### src/rtl/core/scd_pkg.sv
// Package for the set-1 scancode to ASCII decoder.
// Holds key numbers, queue types and the fixed keymap; depends on nothing.
`default_nettype none

package scd_pkg;

  localparam int unsigned KEY_COUNT     = 128;
  localparam int unsigned KEY_W         = 7;
  localparam int unsigned CHAR_W        = 7;
  localparam int unsigned CODE_W        = 8;
  localparam int unsigned DEF_QUEUE_DEPTH = 4;

  localparam logic [KEY_W-1:0] KEY_LSHIFT = 7'h2A;
  localparam logic [KEY_W-1:0] KEY_RSHIFT = 7'h36;
  localparam logic [KEY_W-1:0] KEY_CAPS   = 7'h3A;

  // One keymap row: plain and shifted character plus class flags.
  typedef struct packed {
    logic [CHAR_W-1:0] plain;
    logic [CHAR_W-1:0] shifted;
    logic              is_char;
    logic              has_shift;
    logic              is_letter;
  } keymap_row_t;

  // Character moving from the front through the queue to the back.
  typedef struct packed {
    logic              valid;
    logic [CHAR_W-1:0] character;
  } char_item_t;

  function automatic keymap_row_t key_sym(input logic [CHAR_W-1:0] p,
                                          input logic [CHAR_W-1:0] s);
    keymap_row_t r;
    r = '{plain: p, shifted: s, is_char: 1'b1, has_shift: 1'b1, is_letter: 1'b0};
    return r;
  endfunction

  function automatic keymap_row_t key_ltr(input logic [CHAR_W-1:0] p,
                                          input logic [CHAR_W-1:0] s);
    keymap_row_t r;
    r = '{plain: p, shifted: s, is_char: 1'b1, has_shift: 1'b1, is_letter: 1'b1};
    return r;
  endfunction

  function automatic keymap_row_t key_one(input logic [CHAR_W-1:0] p);
    keymap_row_t r;
    r = '{plain: p, shifted: '0, is_char: 1'b1, has_shift: 1'b0, is_letter: 1'b0};
    return r;
  endfunction

  function automatic keymap_row_t keymap_lookup(input logic [KEY_W-1:0] key);
    keymap_row_t r;
    r = '0;
    case (key)
      7'h02: r = key_sym(7'h31, 7'h21); // 1 !
      7'h03: r = key_sym(7'h32, 7'h40); // 2 @
      7'h04: r = key_sym(7'h33, 7'h23); // 3 #
      7'h05: r = key_sym(7'h34, 7'h24); // 4 $
      7'h06: r = key_sym(7'h35, 7'h25); // 5 %
      7'h07: r = key_sym(7'h36, 7'h5E); // 6 ^
      7'h08: r = key_sym(7'h37, 7'h26); // 7 &
      7'h09: r = key_sym(7'h38, 7'h2A); // 8 *
      7'h0A: r = key_sym(7'h39, 7'h28); // 9 (
      7'h0B: r = key_sym(7'h30, 7'h29); // 0 )
      7'h0C: r = key_sym(7'h2D, 7'h5F); // - _
      7'h0D: r = key_sym(7'h3D, 7'h2B); // = +
      7'h0E: r = key_one(7'h08);        // backspace
      7'h0F: r = key_one(7'h09);        // tab
      7'h10: r = key_ltr(7'h71, 7'h51);
      7'h11: r = key_ltr(7'h77, 7'h57);
      7'h12: r = key_ltr(7'h65, 7'h45);
      7'h13: r = key_ltr(7'h72, 7'h52);
      7'h14: r = key_ltr(7'h74, 7'h54);
      7'h15: r = key_ltr(7'h79, 7'h59);
      7'h16: r = key_ltr(7'h75, 7'h55);
      7'h17: r = key_ltr(7'h69, 7'h49);
      7'h18: r = key_ltr(7'h6F, 7'h4F);
      7'h19: r = key_ltr(7'h70, 7'h50);
      7'h1A: r = key_sym(7'h5B, 7'h7B); // [ {
      7'h1B: r = key_sym(7'h5D, 7'h7D); // ] }
      7'h1C: r = key_one(7'h0A);        // enter
      7'h1E: r = key_ltr(7'h61, 7'h41);
      7'h1F: r = key_ltr(7'h73, 7'h53);
      7'h20: r = key_ltr(7'h64, 7'h44);
      7'h21: r = key_ltr(7'h66, 7'h46);
      7'h22: r = key_ltr(7'h67, 7'h47);
      7'h23: r = key_ltr(7'h68, 7'h48);
      7'h24: r = key_ltr(7'h6A, 7'h4A);
      7'h25: r = key_ltr(7'h6B, 7'h4B);
      7'h26: r = key_ltr(7'h6C, 7'h4C);
      7'h27: r = key_sym(7'h3B, 7'h3A); // ; :
      7'h28: r = key_sym(7'h27, 7'h22); // ' "
      7'h29: r = key_sym(7'h60, 7'h7E); // ` ~
      7'h2B: r = key_sym(7'h5C, 7'h7C); // \ |
      7'h2C: r = key_ltr(7'h7A, 7'h5A);
      7'h2D: r = key_ltr(7'h78, 7'h58);
      7'h2E: r = key_ltr(7'h63, 7'h43);
      7'h2F: r = key_ltr(7'h76, 7'h56);
      7'h30: r = key_ltr(7'h62, 7'h42);
      7'h31: r = key_ltr(7'h6E, 7'h4E);
      7'h32: r = key_ltr(7'h6D, 7'h4D);
      7'h33: r = key_sym(7'h2C, 7'h3C); // , <
      7'h34: r = key_sym(7'h2E, 7'h3E); // . >
      7'h35: r = key_sym(7'h2F, 7'h3F); // / ?
      7'h37: r = key_one(7'h2A);        // keypad *
      7'h39: r = key_one(7'h20);        // space
      7'h4A: r = key_one(7'h2D);        // keypad -
      7'h4E: r = key_one(7'h2B);        // keypad +
      default: r = '0;
    endcase
    return r;
  endfunction

endpackage

`default_nettype wire

### src/rtl/core/scd_front.sv
// Front end of the scancode decoder: accepts scancodes, tracks key state
// and caps lock, and turns presses into characters. Uses scd_pkg.
`default_nettype none

module scd_front
  import scd_pkg::*;
(
  input  wire logic              clk,
  input  wire logic              rst,
  input  wire logic              s_tvalid,
  output      logic              s_tready,
  input  wire logic [CODE_W-1:0] s_tdata,
  input  wire logic              queue_full,
  output      char_item_t        push
);

  logic [KEY_COUNT-1:0] key_down;
  logic                 caps_lock;
  logic                 accept;
  logic                 press;
  logic [KEY_W-1:0]     key;
  logic                 shift;
  logic                 use_shifted;
  keymap_row_t          row;

  assign s_tready = !queue_full;
  assign accept   = s_tvalid && s_tready;
  assign key      = s_tdata[KEY_W-1:0];
  assign press    = !s_tdata[CODE_W-1];
  assign shift    = key_down[KEY_LSHIFT] || key_down[KEY_RSHIFT];

  always_comb begin
    row = keymap_lookup(key);
    if (row.is_letter) begin
      use_shifted = shift ^ caps_lock;
    end else begin
      use_shifted = shift && row.has_shift;
    end
    push.valid     = accept && press && row.is_char && (key != KEY_CAPS);
    push.character = use_shifted ? row.shifted : row.plain;
  end

  always_ff @(posedge clk) begin
    if (rst) begin
      key_down  <= '0;
      caps_lock <= 1'b0;
    end else if (accept) begin
      key_down[key] <= press;
      if (key == KEY_CAPS && !press) begin
        caps_lock <= !caps_lock;
      end
    end
  end

  a_caps_toggle: assert property (@(posedge clk) disable iff (rst)
    (accept && key == KEY_CAPS && !press) |=> (caps_lock != $past(caps_lock)))
    else $error("caps lock did not toggle on its release");

  a_no_push_full: assert property (@(posedge clk) disable iff (rst)
    push.valid |-> !queue_full)
    else $error("character pushed into a full queue");

  a_shift_tracks: assert property (@(posedge clk) disable iff (rst)
    (accept && key == KEY_LSHIFT) |=> (key_down[KEY_LSHIFT] == $past(press)))
    else $error("left shift state not recorded");

endmodule

`default_nettype wire

### src/rtl/core/scd_queue.sv
// Short character queue between the decoder front and the output stage.
// Uses char_item_t from scd_pkg.
`default_nettype none

module scd_queue
  import scd_pkg::*;
#(
  parameter int unsigned QUEUE_DEPTH = DEF_QUEUE_DEPTH
) (
  input  wire logic       clk,
  input  wire logic       rst,
  input  wire char_item_t push,
  input  wire logic       pop,
  output      logic       full,
  output      char_item_t head
);

  localparam int unsigned PTR_W = (QUEUE_DEPTH > 1) ? $clog2(QUEUE_DEPTH) : 1;
  localparam int unsigned CNT_W = $clog2(QUEUE_DEPTH + 1);
  localparam logic [PTR_W-1:0] PTR_LAST = PTR_W'(QUEUE_DEPTH - 1);
  localparam logic [CNT_W-1:0] CNT_FULL = CNT_W'(QUEUE_DEPTH);

  logic [CHAR_W-1:0] entries [QUEUE_DEPTH];
  logic [PTR_W-1:0]  wr_ptr;
  logic [PTR_W-1:0]  rd_ptr;
  logic [CNT_W-1:0]  count;
  logic              do_push;
  logic              do_pop;

  assign full           = (count == CNT_FULL);
  assign head.valid     = (count != '0);
  assign head.character = entries[rd_ptr];
  assign do_push        = push.valid && !full;
  assign do_pop         = pop && head.valid;

  always_ff @(posedge clk) begin
    if (do_push) begin
      entries[wr_ptr] <= push.character;
    end
  end

  always_ff @(posedge clk) begin
    if (rst) begin
      wr_ptr <= '0;
      rd_ptr <= '0;
      count  <= '0;
    end else begin
      if (do_push) begin
        wr_ptr <= (wr_ptr == PTR_LAST) ? '0 : wr_ptr + PTR_W'(1);
      end
      if (do_pop) begin
        rd_ptr <= (rd_ptr == PTR_LAST) ? '0 : rd_ptr + PTR_W'(1);
      end
      case ({do_push, do_pop})
        2'b10:   count <= count + CNT_W'(1);
        2'b01:   count <= count - CNT_W'(1);
        default: count <= count;
      endcase
    end
  end

  a_count_bound: assert property (@(posedge clk) disable iff (rst)
    count <= CNT_FULL)
    else $error("queue count beyond depth");

  a_pop_nonempty: assert property (@(posedge clk) disable iff (rst)
    pop |-> head.valid)
    else $error("pop from an empty queue");

  a_drain: assert property (@(posedge clk) disable iff (rst)
    (count == CNT_W'(1) && do_pop && !do_push) |=> !head.valid)
    else $error("queue not empty after last entry left");

endmodule

`default_nettype wire

### src/rtl/core/scd_back.sv
// Output stage of the scancode decoder: registers characters from the
// queue onto the master stream. Uses char_item_t from scd_pkg.
`default_nettype none

module scd_back
  import scd_pkg::*;
(
  input  wire logic              clk,
  input  wire logic              rst,
  input  wire char_item_t        head,
  output      logic              pop,
  output      logic              m_tvalid,
  input  wire logic              m_tready,
  output      logic [CODE_W-1:0] m_tdata
);

  logic [CHAR_W-1:0] out_char;

  assign pop     = head.valid && (!m_tvalid || m_tready);
  assign m_tdata = {{(CODE_W - CHAR_W){1'b0}}, out_char};

  always_ff @(posedge clk) begin
    if (rst) begin
      m_tvalid <= 1'b0;
    end else if (!m_tvalid || m_tready) begin
      m_tvalid <= head.valid;
    end
  end

  always_ff @(posedge clk) begin
    if (pop) begin
      out_char <= head.character;
    end
  end

endmodule

`default_nettype wire

### src/rtl/core/scancode_to_ascii_decoder.sv
// Top level of the set-1 scancode to ASCII decoder.
// Instantiates scd_front, scd_queue and scd_back; uses scd_pkg.
//
//   channel | dir | bits of tdata                 | transfer when
//   --------+-----+-------------------------------+---------------------
//   s_*     | in  | [7:0] scancode (bit 7 release) | s_tvalid && s_tready
//   m_*     | out | [6:0] character, [7] zero      | m_tvalid && m_tready
//
// One scancode transfers per cycle while the queue is not full; the keymap
// lookup, key-state and caps lock update all happen in the cycle of the transfer.
// A character is written to a queue entry, then registered into out_char before
// it appears on m_tdata. Reset (rst, synchronous) clears the key-down map, caps
// lock, queue and output valid; no clearing pass follows.
// A stalled output holds its character while the queue (QUEUE_DEPTH deep)
// keeps taking characters; s_tready drops only when the queue is full.
`default_nettype none

module scancode_to_ascii_decoder
  import scd_pkg::*;
#(
  parameter int unsigned QUEUE_DEPTH = DEF_QUEUE_DEPTH
) (
  input  wire logic              clk,
  input  wire logic              rst,
  input  wire logic              s_tvalid,
  output      logic              s_tready,
  input  wire logic [CODE_W-1:0] s_tdata,   // [7:0] scancode
  output      logic              m_tvalid,
  input  wire logic              m_tready,
  output      logic [CODE_W-1:0] m_tdata    // [6:0] character, [7] zero pad
);

  char_item_t push;
  char_item_t head;
  logic       queue_full;
  logic       pop;

  // Decode each scancode and push any resulting character.
  scd_front u_front (
    .clk        (clk),
    .rst        (rst),
    .s_tvalid   (s_tvalid),
    .s_tready   (s_tready),
    .s_tdata    (s_tdata),
    .queue_full (queue_full),
    .push       (push)
  );

  // Buffer characters so the front keeps going while the output stalls.
  scd_queue #(
    .QUEUE_DEPTH (QUEUE_DEPTH)
  ) u_queue (
    .clk  (clk),
    .rst  (rst),
    .push (push),
    .pop  (pop),
    .full (queue_full),
    .head (head)
  );

  // Hold the current character on the master stream until it transfers.
  scd_back u_back (
    .clk      (clk),
    .rst      (rst),
    .head     (head),
    .pop      (pop),
    .m_tvalid (m_tvalid),
    .m_tready (m_tready),
    .m_tdata  (m_tdata)
  );

endmodule

`default_nettype wire

### config.mk
export PLATFORM = sky130hd
export DESIGN_NAME = scancode_to_ascii_decoder
export DESIGN_NICKNAME = d
export VERILOG_FILES = /design/src/rtl/core/scd_pkg.sv /design/src/rtl/core/scd_front.sv /design/src/rtl/core/scd_queue.sv /design/src/rtl/core/scd_back.sv /design/src/rtl/core/scancode_to_ascii_decoder.sv
export SDC_FILE = /design/constraint.sdc
export NUM_CORES = 1
export LEC_CHECK = 0
export BUFFER_PORTS_ARGS = -buffer_cell sky130_fd_sc_hd__buf_2
export CAP_MARGIN = 10
export CORE_ASPECT_RATIO = 2
export CORE_MARGIN = 2
export CORE_UTILIZATION = 60
export DETAILED_ROUTE_END_ITERATION = 6
export PLACE_DENSITY_LB_ADDON = 0.05
export SYNTH_ARGS = -nofsm -noshare
export SYNTH_HDL_FRONTEND = slang
export SYNTH_SLANG_ARGS = --single-unit
### constraint.sdc
create_clock -name clk -period 4.2 [get_ports clk]
set_input_delay 0.42 -clock clk [delete_from_list [all_inputs] [get_ports clk]]
set_output_delay 0.42 -clock clk [all_outputs]
set_load 0.01 [all_outputs]
After elaboration in Yosys (flattened, before gate mapping)
Memories as Yosys holds them, arrays and structs flattened. A register that Yosys moved wholly into a read port is not among the register bits.
Cells that the tools add are included.
{ "word_totals": {"mem_count": 2, "regBits": 137, "out_inout_bits": 10, "rom_bits": 2176, "inputBits": 12, "ramBits": 28, "wordCells": 51} }
{ "mem_list": {"columns": ["name", "words", "word_bits", "read_ports", "rd_clocked_by_memory_dff", "wr", "line_no", "source"], "rows": [
  ["(name not given)", 128, 17, 1, 0, 0, "scd_pkg.sv:55", "case (key)"],
  ["u_queue.entries", 4, 7, 1, 1, 1, "scd_queue.sv:23", "logic [CHAR_W-1:0] entries [QUEUE_DEPTH];"]
]} }
{ "op_classes": {"add_sub_neg": 4, "mux": 10, "reduce_logical": 19, "n_eq_ne": 7, "order_cmp": 2, "bitwise": 1} }
{ "op_table": {"columns": ["operator", "count"], "rows": [
  ["$bwmux 128", 1],
  ["$logic_and 1x1->1", 10],
  ["$lt 7x8->1 const B", 1],
  ["$demux 1 s7", 1],
  ["$eq 7x6->1 const B", 1],
  ["$ge 7x1->1 const B", 1],
  ["$mux 7", 1],
  ["$ne 7x6->1 const B", 1],
  ["$eq 2x2->1 const B", 3],
  ["$pmux 3 s2", 1],
  ["$add 2x1->2 const B", 2],
  ["$logic_not 1->1", 4],
  ["$mux 1", 4],
  ["$mux 2", 2],
  ["$add 3x1->3 const B", 1],
  ["$eq 3x3->1 const B", 1],
  ["$reduce_bool 3->1", 1],
  ["$sub 3x1->3 const B", 1],
  ["$eq 2x1->1 const B", 1],
  ["$logic_or 1x1->1", 2],
  ["$reduce_and 2->1", 1],
  ["$reduce_bool 2->1", 1],
  ["$xor 1x1->1", 1]
]} }

Logic depth before layout (Yosys ltp)
{ "depth": {"ltp_word": 9, "mapped_depth": 14} }

By module
A second synthesis with hierarchy kept.
{ "unflattened": {"cells_unflattened": 354, "area_unflattened_um2": 3422.0} }
{ "by_module_without_submodules": {"columns": ["module", "instances", "area_each_um2", "cells_per_inst"], "rows": [
  ["scd_front", 1, 1637.8, 249],
  ["scd_queue", 1, 1507.7, 91],
  ["scd_back", 1, 276.5, 14]
]} }

Least setup slack after synthesis
No wires, ideal clock.
{ "synth_path": {"path_type": "input port to flip-flop", "startpoint": "input s_tdata[0]", "endpoint": "register u_queue.count[2]", "setup_time_ns": 0.071, "path_slack_ns": 1.349, "path_stages": 14, "n_path_buf": 1, "arrival_ns": 2.780, "path_cell_list": "buf_2 -> inv_1 -> ha_1 -> nand2b_1 -> a311oi_1 -> a21o_1 -> a221oi_4 -> inv_1 -> ha_1 -> inv_1 -> fa_1 -> xor2_1 -> or3_1 -> a21oi_1"} }
{ "synth_via": {"elab_chain_len": 6, "word_cells_on_any_way": 9, "classes_between": "eq/ne: 3; mux: 1; reduce/logical: 4; memory: 1"} }
{ "synth_rtl": {"columns": ["item", "line_no", "source"], "rows": [
  ["start, declared", "scancode_to_ascii_decoder.sv:27", "input wire logic [CODE_W-1:0] s_tdata,"],
  ["$mem_v2 128x17", null, null],
  ["$logic_and 1x1->1", "scd_front.sv:39", "push.valid = accept && press && row.is_char && (key != KEY_CAPS);"],
  ["$logic_and 1x1->1 (*)", "scd_front.sv:39", null],
  ["$logic_and 1x1->1 (*)", "scd_queue.sv:33", "assign do_push = push.valid && !full;"],
  ["$eq 2x1->1 or $eq 2x2->1 (tied branches)", "scd_queue.sv:54", "case ({do_push, do_pop})"],
  ["$pmux 3 s2 or $reduce_bool 2->1 (tied branches)", null, null],
  ["end signal, assigned", "scd_queue.sv:55", "2'b10: count <= count + CNT_W'(1);"],
  ["end signal, assigned", "scd_queue.sv:56", "2'b01: count <= count - CNT_W'(1);"],
  ["end signal, assigned", "scd_queue.sv:57", "default: count <= count;"],
  ["end, declared", "scd_queue.sv:26", "logic [CNT_W-1:0] count;"]
]} }
Every way passes the cells marked *; elsewhere a longest branch is shown, timed or not.
A chain may end at the register's enable or synchronous reset.

Worst setup path after layout
{ "layout_path": {"startpoint": "input s_tdata[1]", "endpoint": "register u_queue.count[2]"} }
The elaborated chain is that of the path after synthesis.

==> run summary <==
DETAILED ROUTING
--------------------------------------------------------------------------------------------------
Final routed wire length divided by cell count ......................................      18.8 µm
Drt first pass iters ................................................................            4
Post-route DRC violation count ......................................................            0
Total via count in the routed design ................................................         2673
Via density .........................................................................         6.57
Number of antenna-violating nets in the routed design ...............................            0
DRC violation total after the first TritonRoute iteration ...........................          185
Routed wire length ..................................................................      7.67 mm

SYNTH
--------------------------------------------------------------------------------------------------
Number of standard cells after synthesis ............................................          344
Combinational family with the most area after synthesis ............................. compound AO/OA/AOI/OAI gates
Post-synthesis net count ............................................................          374
Cell variety after synth ............................................................           63
Mux contribution to synthesized area ................................................        0.117
Post-synthesis sequential element count .............................................           46
Dominant cells by area after synthesis .............................................. sky130_fd_sc_hd__edfxtp_1, sky130_fd_sc_hd__dfxtp_1, sky130_fd_sc_hd__ha_1, sky130_fd_sc_hd__mux4_2, sky130_fd_sc_hd__a21oi_1
Simple-gate portion of the synthesized area .........................................        0.148
Post-synth top area share ...........................................................        0.304
Count of flip-flops with a built-in enable after synthesis ..........................           35
Fraction of synthesis flops using an asynchronous set or reset pin ..................            0
Number of synthesis warnings ........................................................            0
Share of synthesized cell area in full adder, half adder and majority cells .........       0.0674
Top FF cell, synth .................................................................. sky130_fd_sc_hd__edfxtp_1
Dominant cell type by area after synthesis .......................................... sky130_fd_sc_hd__edfxtp_1
Share of synthesized area occupied by flip-flops and latches ........................        0.368
Xor and xnor area share after synthesis .............................................       0.0203
Mean cell area of the mapped netlist ................................................     10.0 µm²
Cell area after synthesis ...........................................................     3450 µm²
Share of the synthesized area in compound gates (AO/OA/AOI/OAI) .....................        0.205
Ranking of synthesized cells by instance count ...................................... sky130_fd_sc_hd__edfxtp_1, sky130_fd_sc_hd__nor2_1, sky130_fd_sc_hd__a21oi_1
Leading cell type by number of instances after synthesis ............................ sky130_fd_sc_hd__edfxtp_1

STA
--------------------------------------------------------------------------------------------------
Headroom to the max-slew limit ......................................................        0.450
RSZ-0062 raised after global routing ................................................           no
Maximum achievable frequency ........................................................    0.322 GHz
Number of hold violations in the final report .......................................            0
Post-route setup TNS ................................................................         0 ns
Min Tclk post-route .................................................................      3.11 ns
Final max-slew violation count ......................................................            0
Clock skew ..........................................................................   0.00251 ns
Period utilization ..................................................................        0.740
Transition at the pin with the smallest max-transition slack ........................     0.825 ns
Setup violation total in the final timing report ....................................            0

CLOCK NETWORK
--------------------------------------------------------------------------------------------------
Number of gates resized after cts ...................................................            0
Hold_buf cts ........................................................................            0
Number of setup buffers added after CTS .............................................            0
Number of buffers created by CTS ....................................................            5
CTS tree ............................................................................          yes
Num Clock Sinks .....................................................................           46
Clock transition time at the flip-flop clock pins of the worst setup and hold paths .      0.05 ns
Root cell of the clock tree ......................................................... sky130_fd_sc_hd__clkbuf_16
Insertion delay to the later sink of the worst-skew pair ............................      0.28 ns
Deepest clock path buffer count .....................................................            2
H-tree level count ..................................................................            2

PLACED DESIGN
--------------------------------------------------------------------------------------------------
Buffers on Ports ....................................................................           20
Placer congestion estimate ..........................................................        0.878
Post-detailed-placement half-perimeter wirelength ...................................      5.47 mm

FLOORPLAN
--------------------------------------------------------------------------------------------------
Die Span X ..........................................................................      57.6 µm
Area of the core ....................................................................     5610 µm²
Count of pins on the block boundary .................................................           22
Starting density of the core ........................................................        0.615
Vertical extent of the die ..........................................................       111 µm
Full die area .......................................................................     6420 µm²
Num rows ............................................................................           39

RUN STATUS
--------------------------------------------------------------------------------------------------
Status ..............................................................................    completed

GLOBAL ROUTE
--------------------------------------------------------------------------------------------------
Antenna violations before repair ....................................................            0
Maximum number of pins on one net before global-route repair ........................           51
GR Layer Usage met2 .................................................................        0.402
Vias in the first global route ......................................................         2573
Total Routing Usage GR ..............................................................        0.258
Congestion Overflow GR ..............................................................            0
First-pass GRT wire length ..........................................................      12.8 mm
M3 GR Usage .........................................................................       0.0432
Met1 usage in global routing ........................................................        0.344
Global-route layer with the greatest usage ..........................................         met2

LAYOUT
--------------------------------------------------------------------------------------------------
Layout-stage area growth over the synthesis result ..................................        5.00%
Share of layout cells above drive strength 1 ........................................        0.165
Fin nets ............................................................................          375
Fill cell total of the finished layout ..............................................          491
Core Util, Final ....................................................................        0.646
Ant diodes ..........................................................................            0

CRITICAL PATH
--------------------------------------------------------------------------------------------------
Data arrival time of the worst path .................................................      3.31 ns
CP Capture Type .....................................................................         flop
Worst Path Max Fanout ...............................................................           21
Startpoint kind of the worst setup timing path ......................................    input pin
Path type of the worst setup path ...................................................       in2reg
Required time reported for the critical path endpoint ...............................      4.41 ns

POWER
--------------------------------------------------------------------------------------------------
Cell area power density .............................................................   384 nW/µm²
Leak pwr ............................................................................      1.33 nW
Worst IR Drop VDD ...................................................................     0.653 mV

HOLD PATH
--------------------------------------------------------------------------------------------------
Worst hold path type ................................................................       in2reg

RUN
--------------------------------------------------------------------------------------------------
# Max-Cap Violations ................................................................            0

flip-flops by register name, indices dropped and copies added (netlist names):
signal             cells
u_queue.rd_ptr         2
u_queue.count          3
u_queue.wr_ptr         2
u_queue.entries       28
u_front.key_down       2
u_back.m_tvalid        1
u_front.caps_lock      1
u_back.out_char        7
metal layers:
layer	share of wire	routed length, µm
met1	0.40	3060
met2	0.50	3810
met4	0.042	322
met3	0.062	476
met5	0	0
power breakdown:
group          switching, W  internal, W  total, W  leakage [nW]
Sequential        0.0000432     0.000567  0.000610         0.413
Clock              0.000144     0.000235  0.000379        0.0739
Combinational      0.000226     0.000179  0.000404         0.848
area by class of cell:
class	count	area, µm²	share of cell area
flip-flops and latches	46	1270	0.351
clock inverters	1	5.00	0.00138
clock buffers	7	143	0.0393
well taps	61	76.3	0.0210
multi-input cells	250	1930	0.532
repair buffers	25	138	0.0380
inverters	17	63.8	0.0176
layout by cell type, fill, tap and decap left out, types with 2 or more instances in the layout:
cell type and instances:
sky130_fd_sc_hd__a2111oi_0 3, sky130_fd_sc_hd__a211oi_1 3, sky130_fd_sc_hd__a21o_1 3, sky130_fd_sc_hd__a21oi_1 23, sky130_fd_sc_hd__a221o_1 2, sky130_fd_sc_hd__a221oi_1 4
sky130_fd_sc_hd__a22oi_1 3, sky130_fd_sc_hd__a311oi_1 6, sky130_fd_sc_hd__a31oi_1 2, sky130_fd_sc_hd__and2_1 4, sky130_fd_sc_hd__and2b_1 2, sky130_fd_sc_hd__buf_2 20
sky130_fd_sc_hd__buf_4 5, sky130_fd_sc_hd__clkbuf_16 5, sky130_fd_sc_hd__dfxtp_1 11, sky130_fd_sc_hd__edfxtp_1 35, sky130_fd_sc_hd__ha_1 17, sky130_fd_sc_hd__inv_1 16
sky130_fd_sc_hd__mux2_1 2, sky130_fd_sc_hd__mux2_2 4, sky130_fd_sc_hd__mux2i_1 11, sky130_fd_sc_hd__mux4_2 9, sky130_fd_sc_hd__nand2_1 22, sky130_fd_sc_hd__nand2b_1 5
sky130_fd_sc_hd__nand3_1 14, sky130_fd_sc_hd__nand4_1 2, sky130_fd_sc_hd__nor2_1 27, sky130_fd_sc_hd__nor2b_1 9, sky130_fd_sc_hd__nor3_1 6, sky130_fd_sc_hd__nor3b_1 2
sky130_fd_sc_hd__o211ai_1 7, sky130_fd_sc_hd__o21ai_0 15, sky130_fd_sc_hd__o21ai_2 2, sky130_fd_sc_hd__o21bai_1 4, sky130_fd_sc_hd__o31ai_1 3, sky130_fd_sc_hd__o32ai_1 3
sky130_fd_sc_hd__or3_1 2, sky130_fd_sc_hd__xnor2_1 3, sky130_fd_sc_hd__xor2_1 5
metrics by stage:
step	cell area, µm²	std cells	power, W	hold slack [ns]	setup WS [ns]
2_1_floorplan	3450	344	0.000914	0.464	1.35
3_3_place_gp	3480	399	0.00102	0.450	0.981
3_5_place_dp	3480	399	0.00103	0.465	0.809
4_1_cts	3630	407	0.00141	0.401	1.10
5_1_grt	3630	407	0.00147	0.434	0.820
6_report	3630	407	0.00139	0.406	1.09
logic make-up after synthesis:
family,after synthesis
muxes,27
buffers and inverters,48
xor gates and xnor gates,8
DFF,46
other,1
and+or+nand+nor,100
adders and majority gates,18
AOI/OAI and AO/OA,96
critical path: stages:
cell                       delay [ns]
sky130_fd_sc_hd__buf_2           0.33
sky130_fd_sc_hd__inv_1           0.20
sky130_fd_sc_hd__ha_1            0.25
sky130_fd_sc_hd__nor3b_1         0.17
sky130_fd_sc_hd__a41oi_1         0.25
sky130_fd_sc_hd__o21bai_1        0.14
sky130_fd_sc_hd__a221oi_4        0.45
sky130_fd_sc_hd__inv_1           0.09
sky130_fd_sc_hd__ha_1            0.22
sky130_fd_sc_hd__inv_1           0.07
sky130_fd_sc_hd__fa_1            0.17
sky130_fd_sc_hd__xor2_1          0.07
sky130_fd_sc_hd__or3_1           0.31
sky130_fd_sc_hd__a21oi_1         0.17
worst paths after layout:
kind	startpoint	endpoint	slack [ns]	cells after the start
max	s_tdata[1]	u_queue.count[2]	1.09	14
min	m_tready	u_back.m_tvalid	0.41	4
max reg2reg	u_queue.count[2]	u_queue.count[2]	1.68	10
min reg2reg	u_back.m_tvalid	u_back.m_tvalid	0.47	2
Power figures use the tool's default switching activity.
